`config.mk`:
```
export PLATFORM = sky130hd
export DESIGN_NAME = ghrc_sincos
export DESIGN_NICKNAME = d
export VERILOG_FILES = /design/src/hdl/ghrc_pkg.sv /design/src/hdl/ghrc_sincos.sv
export SDC_FILE = /design/constraint.sdc
export NUM_CORES = 2
export LEC_CHECK = 0
export BUFFER_PORTS_ARGS = -buffer_cell sky130_fd_sc_hd__buf_2
export CORE_AREA = 2 2 464 558
export CTS_CLUSTER_SIZE = 25
export DETAILED_ROUTE_END_ITERATION = 8
export DIE_AREA = 0 0 466 560
export GPL_TIMING_DRIVEN = 1
export SLEW_MARGIN = 20
export SYNTH_ARGS = -nofsm -noshare
export SYNTH_HDL_FRONTEND = slang
export SYNTH_SLANG_ARGS = --single-unit
```
`constraint.sdc`:
```
create_clock -name clk -period 7.4 [get_ports clk]
set_input_delay 1.48 -clock clk [delete_from_list [all_inputs] [get_ports clk]]
set_output_delay 1.48 -clock clk [all_outputs]
set_load 0.02 [all_outputs]
```
`src/hdl/ghrc_pkg.sv`:
```
// Shared types, constants and CORDIC tables for the goal heading and reach check.
// No dependencies; imported by every module of the block but ghrc_delay.
package ghrc_pkg;

  localparam int CORDIC_STEPS = 16;
  localparam logic signed [31:0] CORDIC_GAIN = 32'sh26DD3B6A;
  localparam logic [31:0] RADIUS_RESET = 32'd16384;

  localparam int SC_LAT = CORDIC_STEPS + 1;
  localparam int ROT_LAT = 5;
  localparam int AT_LAT = CORDIC_STEPS + 2;
  localparam int SQ_LAT = 35;
  localparam int HEAD_LAT = SC_LAT + ROT_LAT + AT_LAT;

  localparam int DIFF_W = 33;
  localparam int TRIG_W = 32;
  localparam int ROT_W = 37;
  localparam int DIST_W = 33;

  typedef enum logic [1:0] {
    CFG_ROLL   = 2'd0,
    CFG_PITCH  = 2'd1,
    CFG_YAW    = 2'd2,
    CFG_RADIUS = 2'd3
  } cfg_idx_t;

  typedef struct packed {
    logic signed [31:0] goal_x;
    logic signed [31:0] goal_y;
    logic signed [31:0] goal_z;
    logic signed [31:0] pos_x;
    logic signed [31:0] pos_y;
    logic signed [31:0] pos_z;
    logic signed [15:0] imu_roll;
    logic signed [15:0] imu_pitch;
    logic signed [15:0] imu_yaw;
  } in_item_t;

  typedef struct packed {
    logic               reached;
    logic signed [15:0] heading_angle;
    logic [32:0]        goal_distance;
  } out_item_t;

  function automatic logic [31:0] atan_entry(input int unsigned i);
    logic [31:0] v;
    case (i)
      0:  v = 32'h20000000;
      1:  v = 32'h12E4051E;
      2:  v = 32'h09FB385B;
      3:  v = 32'h051111D4;
      4:  v = 32'h028B0D43;
      5:  v = 32'h0145D7E1;
      6:  v = 32'h00A2F61E;
      7:  v = 32'h00517C55;
      8:  v = 32'h0028BE53;
      9:  v = 32'h00145F2F;
      10: v = 32'h000A2F98;
      11: v = 32'h000517CC;
      12: v = 32'h00028BE6;
      13: v = 32'h000145F3;
      14: v = 32'h0000A2FA;
      15: v = 32'h0000517D;
      default: v = 32'h0;
    endcase
    return v;
  endfunction

endpackage

```
`src/hdl/ghrc_sincos.sv`:
```
// Pipelined rotation-mode CORDIC: sine and cosine in Q2.30 of a 16-bit angle.
// Depends on ghrc_pkg for the arctangent table and gain.
module ghrc_sincos import ghrc_pkg::*; (
  input  logic                     clk,
  input  logic                     en,
  input  logic [15:0]              ang,
  output logic signed [TRIG_W-1:0] sn,
  output logic signed [TRIG_W-1:0] cs
);

  localparam int XW = 34;
  localparam int ZW = 33;

  logic signed [XW-1:0] xs [1:CORDIC_STEPS];
  logic signed [XW-1:0] ys [1:CORDIC_STEPS];
  logic signed [ZW-1:0] zs [1:CORDIC_STEPS];
  logic                 fl [1:CORDIC_STEPS];

  logic                 fold;
  logic [15:0]          ang_f;
  logic signed [XW-1:0] x0;
  logic signed [XW-1:0] y0;
  logic signed [ZW-1:0] z0;

  assign fold  = (ang > 16'h4000) && (ang < 16'hC000);
  assign ang_f = fold ? (ang ^ 16'h8000) : ang;
  assign x0    = XW'(CORDIC_GAIN);
  assign y0    = '0;
  assign z0    = {ang_f[15], ang_f, 16'h0000};

  for (genvar i = 0; i < CORDIC_STEPS; i++) begin : g_step
    logic signed [XW-1:0] xi;
    logic signed [XW-1:0] yi;
    logic signed [ZW-1:0] zi;
    logic                 fi;
    logic signed [ZW-1:0] tab;
    if (i == 0) begin : g_first
      assign xi = x0;
      assign yi = y0;
      assign zi = z0;
      assign fi = fold;
    end else begin : g_rest
      assign xi = xs[i];
      assign yi = ys[i];
      assign zi = zs[i];
      assign fi = fl[i];
    end
    assign tab = {1'b0, atan_entry(i)};
    always_ff @(posedge clk) begin
      if (en) begin
        fl[i+1] <= fi;
        if (!zi[ZW-1]) begin
          xs[i+1] <= xi - (yi >>> i);
          ys[i+1] <= yi + (xi >>> i);
          zs[i+1] <= zi - tab;
        end else begin
          xs[i+1] <= xi + (yi >>> i);
          ys[i+1] <= yi - (xi >>> i);
          zs[i+1] <= zi + tab;
        end
      end
    end
  end

  always_ff @(posedge clk) begin
    if (en) begin
      sn <= TRIG_W'(fl[CORDIC_STEPS] ? -ys[CORDIC_STEPS] : ys[CORDIC_STEPS]);
      cs <= TRIG_W'(fl[CORDIC_STEPS] ? -xs[CORDIC_STEPS] : xs[CORDIC_STEPS]);
    end
  end

endmodule

```
==> impl_results.md <==
- Max Cap Viol: 0
- # rows: 204
- Outcome: complete, no violations
- Slew Limit Fails: 0
- Clk buf depth: 4
- Seq/Total Area, Yosys: 36.0%
- # H-tree levels: 4
- Tcrit/Tclk final: 80.6%
- Initial Util: 48.6%
- Final setup viols: 0
- Crit Path Class: in2reg
- CTS clk-pin slew, worst paths: 0.06 ns
- Full die area: 0.261 mm2
- Post-CTS setup buffer count: 0
- Routed via count: a little under 100k
- Crit-path cells: buf_12, nand2_1, buf_4, clkinv_1, nor2_1, xor2_1, ha_1, a21o_1, a21o_1, a2111oi_0, o21ai_0, o31ai_1, o21ai_1, a221oi_1, o31a_1, nor4_1, or3_1
- Routed len/inst: ~21 um
- Core box area: 0.256 mm2
- Total of cells resized after clock tree synthesis: 0
- Share of the synthesized area in the top cell type: a little over a third
- Grt ovf: 0
- Yosys top cell by area: edfxtp_1
- Synth Register Bits: around 1500
- CTS root buffer: clkbuf_16
- WP data arrival: 6.55 ns
- WP data required: 7.98 ns
- CTS tree: built
- Clk_lat worst skew: 0.87 ns
- Final #Nets: 14487
- Syn Nets: 14344
- Finished Layout Cells: 16610
- Die W: 466 um
- Slowest CP cell: o31ai_1
- Synth area leaders: edfxtp_1 36%, ha_1 14%, xnor2_1 8.9%, a21oi_1 5.0%, a21o_1 3.8%
- Inst Count DP: 16285
- Worst-path fanout max: 39
- I/O Buffers: 81
- Worst setup startpoint: en
- Post-synth EDFFs: 1491
- Yosys warnings: 0
- Synth cell types: between 90 and 100
- Vias in the first global route: 96381
- WL final: between 300 and 400 mm
- Die extent in y: 560 um
- Tmin final: 5.97 ns
- Type of the tightest min-delay check: reg2reg
- Hold WS: between 0.4 and 0.5 ns
- Synth-to-layout area growth: 8.58%
- Final setup TNS: 0 ns
- Worst-Margin Slew: 1.12 ns
- Area of the mapped netlist: around 0.12 mm2
- Critical R2R Launch: ys[0][178]
- DP Wirelength: approximately 280 mm
- CP Capture Type: register
- Hold Path Origin: fl[0][1]
- GRT Util Overall: between 20% and 30%
- Num Clock Sinks: 1491
- Synth Flop Type: edfxtp_1
- RSZ-0062 raised after global routing: false
- First-pass GRT wire length: approximately 550 mm
- Initial DRC Count: 7481
- Ports: 82
- GP Congestion: 0.955
- Achievable frequency: between 0.15 and 0.2 GHz
- Post-DRT Antenna Nets: 0
- Post-synth ARST share: 0%
- Initial antenna violation count: 10
- Sequential Area: ~0.045 mm2
- Ratio of cells with drive above 1 in the final layout: under 10%
- Most frequent cells after synthesis: 1491 x edfxtp_1, 1356 x ha_1, 1266 x xnor2_1
- Syn Inst Count: 12926
- Number of fill cells: 23027
- Final Hold Viols: 0
- Most numerous cell in the Yosys netlist: edfxtp_1
- Largest net degree at the start of global routing: 127
- Clock skew: 0.0420 ns
- Multi-input logic area: 0.0770 mm2
- DRT Pass-1 Iters: 6
- Relative slew slack: 24.8%
- Crit start category: input port
- CP dominant cell by count: a21o_1
- Max stage delay on crit path: 0.62 ns
- # DRC: 0
- CTS buffer count: 181
- Avg Cell Area, Syn: 9.63 um2
- Cts hold-fix bufs: 0
- Avg Vias per Cell: between 5 and 6
[worst max-delay path: cells and delay by family]
kind	cells	cell delay, ns
xor gates and xnor gates	1	0.17
AOI/OAI and AO/OA	8	3.01
and+or+nand+nor	4	0.77
adders and majority gates	1	0.30
buffers and inverters	3	0.69
[metrics by stage]
stage          utilization [%]  cell area, um2  worst slack, ns
2_1_floorplan                -          125000             1.17
3_3_place_gp              50.5          129000            0.683
3_5_place_dp              50.5          129000            0.643
4_1_cts                   52.8          135000             1.55
5_1_grt                   52.8          135000             1.08
6_report                  52.8          135000             1.43
[registers in the layout (all words and copies together) (netlist names)]
register and cells:
ys 509, xs 482, zs 420, cs 32, sn 32, fl 16
[metal layers]
layer	global-route usage, %	share of wire (%)	up-vias
met3	3.03	4.3	590
met1	34.1	44	47604
met5	0	0.0065	-
li1	-	-	48664
met2	45.5	48	2262
met4	8.97	3.7	4
[path summary, 6_finish.rpt]
kind,to,slack [ns],depth (start not counted)
hold / removal,fl[0][2],0.42,0
hold reg to reg,fl[0][2],0.42,0
setup reg to reg,xs[0][237],1.57,19
setup / recovery,xs[0][474],1.43,17
[layout by cell type (no fill, tap or decap), types with 288 or more instances in the layout]
master	Yosys	routed
nor3_1	288	288
o21ai_0	707	707
xor2_1	538	538
a21oi_1	1246	1246
ha_1	1356	1356
xnor2_1	1266	1266
nor2_1	1007	1007
inv_1	529	528
nand2_1	722	716
edfxtp_1	1491	1491
a21o_1	629	629
[area by class of cell]
type	instances	share of cell area (%)
tap	3399	3.15
sequential	1491	33.1
inverter	540	1.50
antenna	7	0.0130
timing repair buffer	173	0.859
multi-input combinational	10682	56.9
clock buffer	204	3.48
clock inverter	114	0.989
[kinds of logic after synthesis]
group,synth area share (%)
compound gates,20.5
xor+xnor,12.7
fa+ha+maj,14.3
buf+inv,2.27
flops,36.0
mux,0.862
simple gates,13.4
Power is left out: the tool's default activity adds up to more than one toggle a clock period on the data nets, which glitch-free logic cannot reach.
